==> src/rtl/gstc_pkg.sv <==
// Package: shared types, constants and sequencer states for the stick conditioner.
package gstc_pkg;

  localparam int unsigned AxisFullScale = 32767;
  localparam int unsigned OutFullScale  = 127;
  localparam logic [23:0] MagMax        = 24'hFFFFFF;
  localparam logic [23:0] FullQ         = 24'(AxisFullScale * 256);
  localparam logic [23:0] OutLimQ       = 24'(OutFullScale * 256);
  localparam logic [15:0] ScaleNum      = 16'(OutFullScale * 256);

  localparam logic [19:0] CoefA [2] = '{20'd765511, 20'd847436};
  localparam logic [30:0] CoefB [2] = '{31'd1254179929, 31'd1388397313};
  localparam logic [23:0] CoefC [2] = '{24'd1808410, 24'd2001946};

  localparam logic [0:0] CfgThreshold = 1'b0;
  localparam logic [0:0] CfgIdleLimit = 1'b1;

  typedef struct packed {
    logic              req_type;
    logic signed [15:0] left_x_raw;
    logic signed [15:0] left_y_raw;
    logic signed [15:0] right_x_raw;
    logic signed [15:0] right_y_raw;
    logic [7:0]        left_trigger_raw;
    logic [7:0]        right_trigger_raw;
    logic              pad_present;
    logic [15:0]       idle_ms;
    logic [31:0]       pause_time_ms;
    logic [7:0]        rumble_freq;
    logic [14:0]       rumble_duration;
  } in_item_t;

  typedef struct packed {
    logic signed [7:0] left_x_out;
    logic signed [7:0] left_y_out;
    logic signed [7:0] right_x_out;
    logic signed [7:0] right_y_out;
    logic [7:0]        left_trigger_out;
    logic [7:0]        right_trigger_out;
    logic [15:0]       motor_level;
    logic [14:0]       rumble_remaining;
  } out_item_t;

  typedef enum logic [3:0] {
    ST_IDLE, ST_RAD_SQ, ST_RAD_A, ST_RAD_AH, ST_RAD_B, ST_RAD_SUM, ST_SHAPE, ST_DIV,
    ST_DIV_END, ST_TRIG, ST_TRIG_DIV, ST_TRIG_END, ST_OUT
  } state_t;

  typedef struct packed {
    logic        start;
    logic [48:0] dividend;
    logic [23:0] divisor;
  } div_req_t;

  typedef struct packed {
    logic        busy;
    logic        done;
    logic [48:0] quot;
  } div_rsp_t;

endpackage

==> src/rtl/gstc_divider.sv <==
// Shared restoring divider, one quotient bit per cycle.
module gstc_divider (
  input  logic              clk,
  input  logic              rst_n,
  input  gstc_pkg::div_req_t req,
  output gstc_pkg::div_rsp_t rsp
);

  logic [48:0] q_r, q_nxt;
  logic [24:0] rem_r, rem_nxt;
  logic [23:0] dv_r, dv_nxt;
  logic [5:0]  cnt_r, cnt_nxt;
  logic        busy_r, busy_nxt, done_r, done_nxt;
  logic [24:0] trial;

  always_comb begin
    q_nxt = q_r; rem_nxt = rem_r; dv_nxt = dv_r; cnt_nxt = cnt_r;
    busy_nxt = busy_r; done_nxt = 1'b0;
    trial = {rem_r[23:0], q_r[48]};
    if (req.start) begin
      q_nxt = req.dividend; rem_nxt = '0; dv_nxt = req.divisor;
      cnt_nxt = 6'd49; busy_nxt = 1'b1;
    end else if (busy_r) begin
      // shift in the next dividend bit, subtract when it fits
      if (trial >= {1'b0, dv_r}) begin
        rem_nxt = trial - {1'b0, dv_r};
        q_nxt = {q_r[47:0], 1'b1};
      end else begin
        rem_nxt = trial;
        q_nxt = {q_r[47:0], 1'b0};
      end
      cnt_nxt = cnt_r - 6'd1;
      if (cnt_r == 6'd1) begin
        busy_nxt = 1'b0;
        done_nxt = 1'b1;
      end
    end
  end

  always_ff @(posedge clk) begin
    if (!rst_n) begin
      busy_r <= 1'b0; done_r <= 1'b0; cnt_r <= '0;
    end else begin
      busy_r <= busy_nxt; done_r <= done_nxt; cnt_r <= cnt_nxt;
    end
    q_r <= q_nxt; rem_r <= rem_nxt; dv_r <= dv_nxt;
  end

  assign rsp.busy = busy_r;
  assign rsp.done = done_r;
  assign rsp.quot = q_r;

  a_done_after_busy: assert property (@(posedge clk) disable iff (!rst_n)
    done_r |-> $past(busy_r)) else $error("done without busy");
  a_no_restart: assert property (@(posedge clk) disable iff (!rst_n)
    busy_r |-> !req.start) else $error("divider restarted while busy");
  a_cnt_zero_idle: assert property (@(posedge clk) disable iff (!rst_n)
    !busy_r |-> cnt_r == 6'd0) else $error("count not clear when idle");

endmodule

==> src/rtl/gamepad_stick_trigger_conditioner.sv <==
// Top level: sequenced stick deadzone, trigger scaling and rumble control.
// A rumble request's result is offered in the cycle after acceptance; a poll's length depends
// on which axes leave their deadzone and which triggers exceed the threshold, since each of
// those divides on the shared 49-step divider; every axis also uses the radius multiplier.
// Throughput: one item at a time; in_ready returns the cycle after the result is taken.
// Reset (rst_n low, synchronous) restores threshold 30, idle limit 20000, clears the rumble.
module gamepad_stick_trigger_conditioner (
  input  logic                clk,
  input  logic                rst_n,
  input  logic                in_valid,
  output logic                in_ready,
  input  gstc_pkg::in_item_t  in_data,
  output logic                out_valid,
  input  logic                out_ready,
  output gstc_pkg::out_item_t out_data,
  input  logic                cfg_we,
  input  logic [0:0]          cfg_index,
  input  logic [15:0]         cfg_data
);

  gstc_pkg::state_t state_r, state_nxt;
  gstc_pkg::in_item_t item_r;
  gstc_pkg::out_item_t res_r, res_nxt;
  gstc_pkg::div_req_t dreq;
  gstc_pkg::div_rsp_t drsp;

  logic [7:0]  thr_r;
  logic [15:0] idle_lim_r;
  logic [7:0]  strength_r, strength_nxt;
  logic [15:0] tleft_r, tleft_nxt;
  logic [31:0] stamp_r, stamp_nxt;

  // axis step: 0 LX, 1 LY, 2 RX, 3 RY; trigger step: 0 left, 1 right
  logic [1:0]  axis_r, axis_nxt;
  logic [23:0] mag_r, mag_nxt;     // magnitude fed to the radius
  logic [47:0] prod_r, prod_nxt;   // shared multiplier output
  logic [39:0] sq_r, sq_nxt;       // low half of the squared term times A
  logic [23:0] ta_r, ta_nxt;
  logic [23:0] dz_r, dz_nxt;
  logic [23:0] cmag_r, cmag_nxt;

  logic [31:0] mul_a, mul_b;
  logic [63:0] mul_p;
  logic [63:0] a_sum;
  logic        side;
  logic [15:0] raw_sel;
  logic [23:0] m_self;
  logic [7:0]  tsel, tv;
  logic [7:0]  axis_val;
  logic        neg;
  logic        active;
  logic [15:0] w;

  assign side = axis_r[1];
  assign mul_p = 64'(mul_a) * 64'(mul_b);
  // square term times A, split as high and low 20-bit halves of the square
  assign a_sum = {4'd0, mul_p[39:0], 20'd0} + {24'd0, sq_r};

  always_comb begin
    case (axis_r)
      2'd0: raw_sel = item_r.left_x_raw;
      2'd1: raw_sel = item_r.left_y_raw;
      2'd2: raw_sel = item_r.right_x_raw;
      default: raw_sel = item_r.right_y_raw;
    endcase
  end

  function automatic logic [23:0] mag_of(input logic [15:0] r);
    logic [15:0] a;
    a = r[15] ? (16'd0 - r) : r;
    mag_of = (r == 16'h8000) ? 24'h800000 : {a, 8'd0};
  endfunction

  assign m_self = mag_of(raw_sel);
  assign neg = raw_sel[15];
  assign tsel = axis_r[0] ? item_r.right_trigger_raw : item_r.left_trigger_raw;

  // rumble decision for the poll being finished
  assign active = item_r.pad_present && (item_r.idle_ms <= idle_lim_r) &&
                  strength_r != 8'd0 && tleft_r != 16'd0;
  assign w = tleft_r - 16'(item_r.pause_time_ms - stamp_r);

  // shared multiplier operand selection
  always_comb begin
    mul_a = '0; mul_b = '0;
    case (state_r)
      gstc_pkg::ST_RAD_SQ: begin mul_a = 32'(mag_r); mul_b = 32'(mag_r); end
      gstc_pkg::ST_RAD_A: begin
        mul_a = 32'(prod_r[27:8]); mul_b = 32'(gstc_pkg::CoefA[side]);
      end
      gstc_pkg::ST_RAD_AH: begin
        mul_a = 32'(prod_r[47:28]); mul_b = 32'(gstc_pkg::CoefA[side]);
      end
      gstc_pkg::ST_RAD_B: begin
        mul_a = 32'(mag_r); mul_b = 32'(gstc_pkg::CoefB[side]);
      end
      gstc_pkg::ST_SHAPE: begin
        mul_a = 32'(m_self - dz_r); mul_b = 32'(gstc_pkg::ScaleNum);
      end
      gstc_pkg::ST_TRIG: begin
        mul_a = 32'(tsel - thr_r); mul_b = 32'd255;
      end
      default: ;
    endcase
  end

  // output magnitude clamp and sign
  function automatic logic [7:0] to_out(input logic [23:0] m, input logic n);
    logic [23:0] c;
    logic [7:0]  v;
    c = (m > gstc_pkg::OutLimQ) ? gstc_pkg::OutLimQ : m;
    v = c[15:8];
    to_out = n ? (8'd0 - v) : v;
  endfunction

  // next state
  always_comb begin
    state_nxt = state_r;
    case (state_r)
      gstc_pkg::ST_IDLE:
        if (in_valid) state_nxt = in_data.req_type ? gstc_pkg::ST_OUT : gstc_pkg::ST_RAD_SQ;
      gstc_pkg::ST_RAD_SQ:  state_nxt = gstc_pkg::ST_RAD_A;
      gstc_pkg::ST_RAD_A:   state_nxt = gstc_pkg::ST_RAD_AH;
      gstc_pkg::ST_RAD_AH:  state_nxt = gstc_pkg::ST_RAD_B;
      gstc_pkg::ST_RAD_B:   state_nxt = gstc_pkg::ST_RAD_SUM;
      gstc_pkg::ST_RAD_SUM: state_nxt = gstc_pkg::ST_SHAPE;
      gstc_pkg::ST_SHAPE:
        if (m_self <= dz_r || gstc_pkg::FullQ <= dz_r) begin
          state_nxt = (axis_r == 2'd3) ? gstc_pkg::ST_TRIG : gstc_pkg::ST_RAD_SQ;
        end else begin
          state_nxt = gstc_pkg::ST_DIV;
        end
      gstc_pkg::ST_DIV:     if (drsp.done) state_nxt = gstc_pkg::ST_DIV_END;
      gstc_pkg::ST_DIV_END:
        state_nxt = (axis_r == 2'd3) ? gstc_pkg::ST_TRIG : gstc_pkg::ST_RAD_SQ;
      gstc_pkg::ST_TRIG:
        if (tsel <= thr_r) begin
          state_nxt = axis_r[0] ? gstc_pkg::ST_OUT : gstc_pkg::ST_TRIG;
        end else begin
          state_nxt = gstc_pkg::ST_TRIG_DIV;
        end
      gstc_pkg::ST_TRIG_DIV: if (drsp.done) state_nxt = gstc_pkg::ST_TRIG_END;
      gstc_pkg::ST_TRIG_END:
        state_nxt = axis_r[0] ? gstc_pkg::ST_OUT : gstc_pkg::ST_TRIG;
      gstc_pkg::ST_OUT:     if (out_ready) state_nxt = gstc_pkg::ST_IDLE;
      default:              state_nxt = gstc_pkg::ST_IDLE;
    endcase
  end

  // datapath and outputs
  always_comb begin
    axis_nxt = axis_r; mag_nxt = mag_r; prod_nxt = prod_r;
    sq_nxt = sq_r; ta_nxt = ta_r; dz_nxt = dz_r; cmag_nxt = cmag_r;
    res_nxt = res_r;
    strength_nxt = strength_r; tleft_nxt = tleft_r; stamp_nxt = stamp_r;
    dreq = '0;
    cmag_nxt = cmag_r;
    axis_val = '0;
    tv = '0;
    case (state_r)
      gstc_pkg::ST_IDLE:
        if (in_valid) begin
          axis_nxt = 2'd0;
          mag_nxt = mag_of(in_data.left_y_raw);
          res_nxt = '0;
          if (in_data.req_type) begin
            // load rumble, result reports only the duration
            strength_nxt = in_data.rumble_freq;
            tleft_nxt = {1'b0, in_data.rumble_duration};
            res_nxt.rumble_remaining = in_data.rumble_duration;
          end
        end
      gstc_pkg::ST_RAD_SQ: prod_nxt = mul_p[47:0];
      gstc_pkg::ST_RAD_A: sq_nxt = mul_p[39:0];
      gstc_pkg::ST_RAD_AH: ta_nxt = a_sum[63:40];
      gstc_pkg::ST_RAD_B: prod_nxt = {24'd0, mul_p[63:40]};
      gstc_pkg::ST_RAD_SUM:
        dz_nxt = ta_r + prod_r[23:0] + gstc_pkg::CoefC[side];
      gstc_pkg::ST_SHAPE: begin
        prod_nxt = mul_p[47:0];
        if (m_self <= dz_r) cmag_nxt = '0;
        else if (gstc_pkg::FullQ <= dz_r) cmag_nxt = gstc_pkg::MagMax;
        else begin
          dreq.start = 1'b1;
          dreq.dividend = 49'(mul_p);
          dreq.divisor = gstc_pkg::FullQ - dz_r;
        end
        if (m_self <= dz_r || gstc_pkg::FullQ <= dz_r) begin
          axis_val = to_out(cmag_nxt, neg);
        end
      end
      gstc_pkg::ST_DIV_END: begin
        cmag_nxt = (drsp.quot > 49'(gstc_pkg::MagMax)) ? gstc_pkg::MagMax : drsp.quot[23:0];
        axis_val = to_out(cmag_nxt, neg);
      end
      gstc_pkg::ST_TRIG: begin
        if (tsel <= thr_r) tv = '0;
        else begin
          dreq.start = 1'b1;
          dreq.dividend = 49'(mul_p[15:0]);
          dreq.divisor = 24'(8'd255 - thr_r);
        end
      end
      gstc_pkg::ST_TRIG_END: tv = drsp.quot[7:0];
      default: ;
    endcase

    // commit axis results: X feeds the Y radius with its magnitude
    if ((state_r == gstc_pkg::ST_SHAPE && state_nxt != gstc_pkg::ST_DIV) ||
        state_r == gstc_pkg::ST_DIV_END) begin
      case (axis_r)
        2'd0: res_nxt.left_x_out = axis_val;
        2'd1: res_nxt.left_y_out = axis_val;
        2'd2: res_nxt.right_x_out = axis_val;
        default: res_nxt.right_y_out = axis_val;
      endcase
      axis_nxt = axis_r + 2'd1;
      mag_nxt = axis_r[0] ? mag_of(item_r.right_y_raw) : cmag_nxt;
      if (axis_r == 2'd3) axis_nxt = 2'd0;
    end

    if ((state_r == gstc_pkg::ST_TRIG && tsel <= thr_r) ||
        state_r == gstc_pkg::ST_TRIG_END) begin
      if (axis_r[0]) res_nxt.right_trigger_out = tv;
      else res_nxt.left_trigger_out = tv;
      axis_nxt = 2'd1;
      if (axis_r[0]) begin
        // rumble update on the last cycle of the poll
        res_nxt.motor_level = '0;
        if (active) begin
          res_nxt.motor_level = {strength_r, strength_r};
          if (stamp_r != 32'd0) begin
            if (w == 16'd0 || w[15]) begin
              tleft_nxt = '0; stamp_nxt = '0; res_nxt.motor_level = '0;
            end else begin
              tleft_nxt = w; stamp_nxt = item_r.pause_time_ms;
            end
          end else begin
            stamp_nxt = item_r.pause_time_ms;
          end
        end else begin
          if ((!item_r.pad_present || item_r.idle_ms > idle_lim_r) && strength_r != 8'd0) begin
            strength_nxt = '0; tleft_nxt = '0;
          end
          stamp_nxt = '0;
        end
        res_nxt.rumble_remaining = tleft_nxt[14:0];
      end
    end
    if (state_r == gstc_pkg::ST_SHAPE && axis_r == 2'd3 && state_nxt == gstc_pkg::ST_TRIG)
      axis_nxt = 2'd0;
    if (state_r == gstc_pkg::ST_DIV_END && axis_r == 2'd3) axis_nxt = 2'd0;
  end

  assign in_ready  = (state_r == gstc_pkg::ST_IDLE);
  assign out_valid = (state_r == gstc_pkg::ST_OUT);
  assign out_data  = res_r;

  gstc_divider u_div (.clk(clk), .rst_n(rst_n), .req(dreq), .rsp(drsp));

  always_ff @(posedge clk) begin
    if (!rst_n) begin
      state_r <= gstc_pkg::ST_IDLE;
      thr_r <= 8'd30;
      idle_lim_r <= 16'd20000;
      strength_r <= '0; tleft_r <= '0; stamp_r <= '0; axis_r <= '0;
    end else begin
      state_r <= state_nxt;
      strength_r <= strength_nxt; tleft_r <= tleft_nxt; stamp_r <= stamp_nxt;
      axis_r <= axis_nxt;
      if (cfg_we) begin
        if (cfg_index == gstc_pkg::CfgThreshold) thr_r <= cfg_data[7:0];
        else idle_lim_r <= cfg_data;
      end
    end
    if (state_r == gstc_pkg::ST_IDLE && in_valid) item_r <= in_data;
    mag_r <= mag_nxt; prod_r <= prod_nxt; sq_r <= sq_nxt;
    ta_r <= ta_nxt; dz_r <= dz_nxt; cmag_r <= cmag_nxt; res_r <= res_nxt;
  end

  a_out_hold: assert property (@(posedge clk) disable iff (!rst_n)
    out_valid && !out_ready |=> out_valid && $stable(out_data))
    else $error("result dropped while stalled");
  a_no_accept_busy: assert property (@(posedge clk) disable iff (!rst_n)
    !in_ready |-> state_r != gstc_pkg::ST_IDLE) else $error("ready while busy");
  a_div_only_in_div: assert property (@(posedge clk) disable iff (!rst_n)
    drsp.busy |-> (state_r == gstc_pkg::ST_DIV || state_r == gstc_pkg::ST_TRIG_DIV))
    else $error("divider running outside a division step");

endmodule
==> config.mk <==
export PLATFORM = sky130hd
export DESIGN_NAME = gamepad_stick_trigger_conditioner
export DESIGN_NICKNAME = d
export VERILOG_FILES = /design/src/rtl/gstc_pkg.sv /design/src/rtl/gstc_divider.sv /design/src/rtl/gamepad_stick_trigger_conditioner.sv
export SDC_FILE = /design/constraint.sdc
export NUM_CORES = 2
export LEC_CHECK = 0
export CAP_MARGIN = 10
export CORE_MARGIN = 2
export CORE_UTILIZATION = 65
export DETAILED_ROUTE_END_ITERATION = 8
export DONT_BUFFER_PORTS = 1
export GPL_TIMING_DRIVEN = 0
export HOLD_SLACK_MARGIN = 0.03
export MAX_ROUTING_LAYER = met4
export PLACE_DENSITY = 0.81
export SLEW_MARGIN = 40
export SYNTH_ARGS = -nofsm -noshare
export SYNTH_HDL_FRONTEND = slang
export SYNTH_SLANG_ARGS = --single-unit
export TNS_END_PERCENT = 5
==> constraint.sdc <==
create_clock -name clk -period 25 [get_ports clk]
set_clock_uncertainty 0.2 [all_clocks]
set_input_delay 1.25 -clock clk [delete_from_list [all_inputs] [get_ports clk]]
set_output_delay 1.25 -clock clk [all_outputs]
set_load 0.02 [all_outputs]
==> results.yml <==
drt:
  ant_nets: 0
  num_vias: 48200
  avgViaCountPerCell: 6.40
  drt_iter0_drc: 6259
  dr.pass1.iters: 9
  routed_wl_um: 198000
  drcViolationCount: 1
  avgRoutedWirePerCell_um: 26.3
worst_setup_path:
  end_kind: "register"
  worstSetupStartpoint: "axis_r[0]"
  critPathKind: "reg -> reg"
  r2r-start: "axis_r[0]"
  cp.arrival_ns: 17.95
  r2r_cells: 54
  worstPathMaxFanout: 10
  crit_top_cell: "fa_1"
  start_kind: "register"
  cp_data_required_time_ns: 25.20
  cpPeakStageDelay_ns: 0.68
  critPathSlowestCell: "a222oi_1"
clock_network:
  root_buffer: "clkbuf_16"
  cts_resized: 0
  cts_tree: "built"
  cts_setup_buffers: 0
  numClockSinks: 560
  clk_pin_slew_ns: 0.07
  hold_buffers: 0
  cts_max_path_buffers: 3
  cts_buffers: 53
  htreeDepth: 2
  clk_latency_ns: 0.65
timing:
  hold_viol_final: 0
  min_period_over_period_pct: 71.0
  max_freq_ghz: 0.0563
  max_slew.worst_pin.slew_ns: 1.05
  setup_violations: 0
  finalCriticalPeriod_ns: 17.75
  finalMaxSlewViolations: 0
  relSlewSlack_pct: 29.7
  tns_ns: 0
  rsz0062_at_grt: "no"
place:
  hpwl_um: 163000
  placed_cell_area_mm2: 0.0599
  io_buffers: 0
  gp_congestion: 1.11
synthesis:
  async_flop_share_pct: 0
  syn_inst: 6179
  synth.top_cell.area_share_pct: 26.0
  synth_area_per_cell_um2: 9.32
  netlist_area_mm2: 0.0576
  synth_flop_cell: "edfxtp_1"
  synth.top_cells.by_count: "inv_1, fa_1, nand2_1, nor2_1, ha_1"
  synth_top_area_cell: "fa_1"
  synth.area.top_cells: "fa_1, edfxtp_1, ha_1, dfxtp_1, inv_1"
  ys_warn_count: 0
  synth_seq_area_share_pct: 25.4
  yosysMostFrequentCell: "inv_1"
  ys_ff_latch: 560
  yosysUniqueCellTypes: 95
  synth-edff-count: 339
global_routing:
  grt_usage_pct: 45.1
  antenna_found_initial: 13
  grt_pass1_wl_um: 291000
  grt_start_max_net_pins: 43
  grt_pass1_vias: 46700
  grt_overflow_total: 0
finish:
  syn2layout_area_growth_pct: 7.36
  nFillCells: 6879
  final_cell_area_mm2: 0.0618
  layout-drive-gt1-share_pct: 4.05
  nets: 7709
die:
  dieArea_mm2: 0.0910
  fp-row-count: 109
  coreArea_mm2: 0.0881
  start_util_pct: 65.4
  ios: 256
  die_w_um: 302
  die_h_um: 302
worst_hold_path:
  min_path_type: "reg -> reg"
  hold_depth: 2
  worstHoldStart: "idle_lim_r[15]"
outcome:
  status: "finished, violations left"
  violations: "design-rule violations"
flow_run:
  cap_violations: 0
==> cell type report <==
cell class	instances	area [um^2]	area share [%]
Clock buffer	69	1470	2.38
Clock inverter	30	343	0.554
Sequential cell	560	14600	23.6
Timing Repair Buffer	21	307	0.496
Multi-Input combinational cell	4351	38600	62.4
Antenna cell	18	45.0	0.0728
Tap cell	1165	1460	2.36
Inverter	1053	3950	6.39
Buffer	261	1050	1.69
==> placed cells by master, fill, tap and decap left out, drive strengths merged, types with 51 or more instances in the layout <==
cell    count
edfxtp    339
nand3     183
nor3       63
o21ai     280
clkbuf    301
nor2      521
xnor2     142
nand4      51
a22o       65
a21oi     254
inv      1054
dfxtp     221
ha        484
fa        749
nand2     695
a21o       66
xor2       57
==> worst paths after layout <==
path | endpoint | slack, ns
setup / recovery | ta_r[19] | 7.25
hold / removal | idle_lim_r[15] | 0.26
setup reg to reg | ta_r[19] | 7.25
hold reg to reg | idle_lim_r[15] | 0.26
==> registers in the layout (all words and copies together), names as in the netlist, 20 cells and up <==
| signal | count |
|---|---|
| cmag_r | 24 |
| dz_r | 24 |
| item_r | 129 |
| mag_r | 24 |
| out_data | 79 |
| prod_r | 48 |
| sq_r | 20 |
| stamp_r | 32 |
| ta_r | 21 |
| u_div.dv_r | 24 |
| u_div.q_r | 49 |
| u_div.rem_r | 24 |
==> metrics by stage <==
stage | utilization (%) | instances | setup slack [ns] | hold WS, ns
3_3_place_gp | 67.2 | 7390 | 6.82 | 0.240
3_5_place_dp | 68.0 | 7409 | 8.01 | 0.242
6_report | 70.2 | 7528 | 7.25 | 0.258
4_1_cts | 70.0 | 7508 | 7.90 | 0.256
5_1_grt | 70.2 | 7521 | 6.90 | 0.275
2_1_floorplan | - | 6225 | 11.64 | 0.236
==> metal layers <==
| metal | GRT usage (%) | part of all wire (%) | vias up |
|---|---|---|---|
| met5 | - | 0 | - |
| met4 | 18.4 | 5.0 | 0 |
| met3 | 14.1 | 14 | 615 |
| met2 | 63.8 | 43 | 3317 |
| met1 | 60.3 | 38 | 23700 |
| li1 | - | - | 20600 |
==> worst max-delay path, delay by kind of cell (launching register included) <==
family | cells | cell delay (ns)
AOI/OAI and AO/OA | 12 | 3.38
xor gates and xnor gates | 3 | 0.89
adders and majority gates | 13 | 5.69
buffers and inverters | 10 | 2.72
DFF | 1 | 0.37
and+or+nand+nor | 16 | 4.24
==> cells by family (layout without fill, tap and decap cells) <==
family,count (synthesis),in the layout,share of synthesized area [%]
fa+ha+maj,1233,1233,36.5
xor+xnor,199,199,3.07
other cells,2,66,0.0130
compound gates,1018,1018,11.5
mux,48,48,0.849
flops,560,560,25.4
buf+inv,1314,1434,8.61
simple gates,1805,1805,14.0
Power is left out: the tool's default activity adds up to more than one toggle a clock period on the data nets, which glitch-free logic cannot reach.
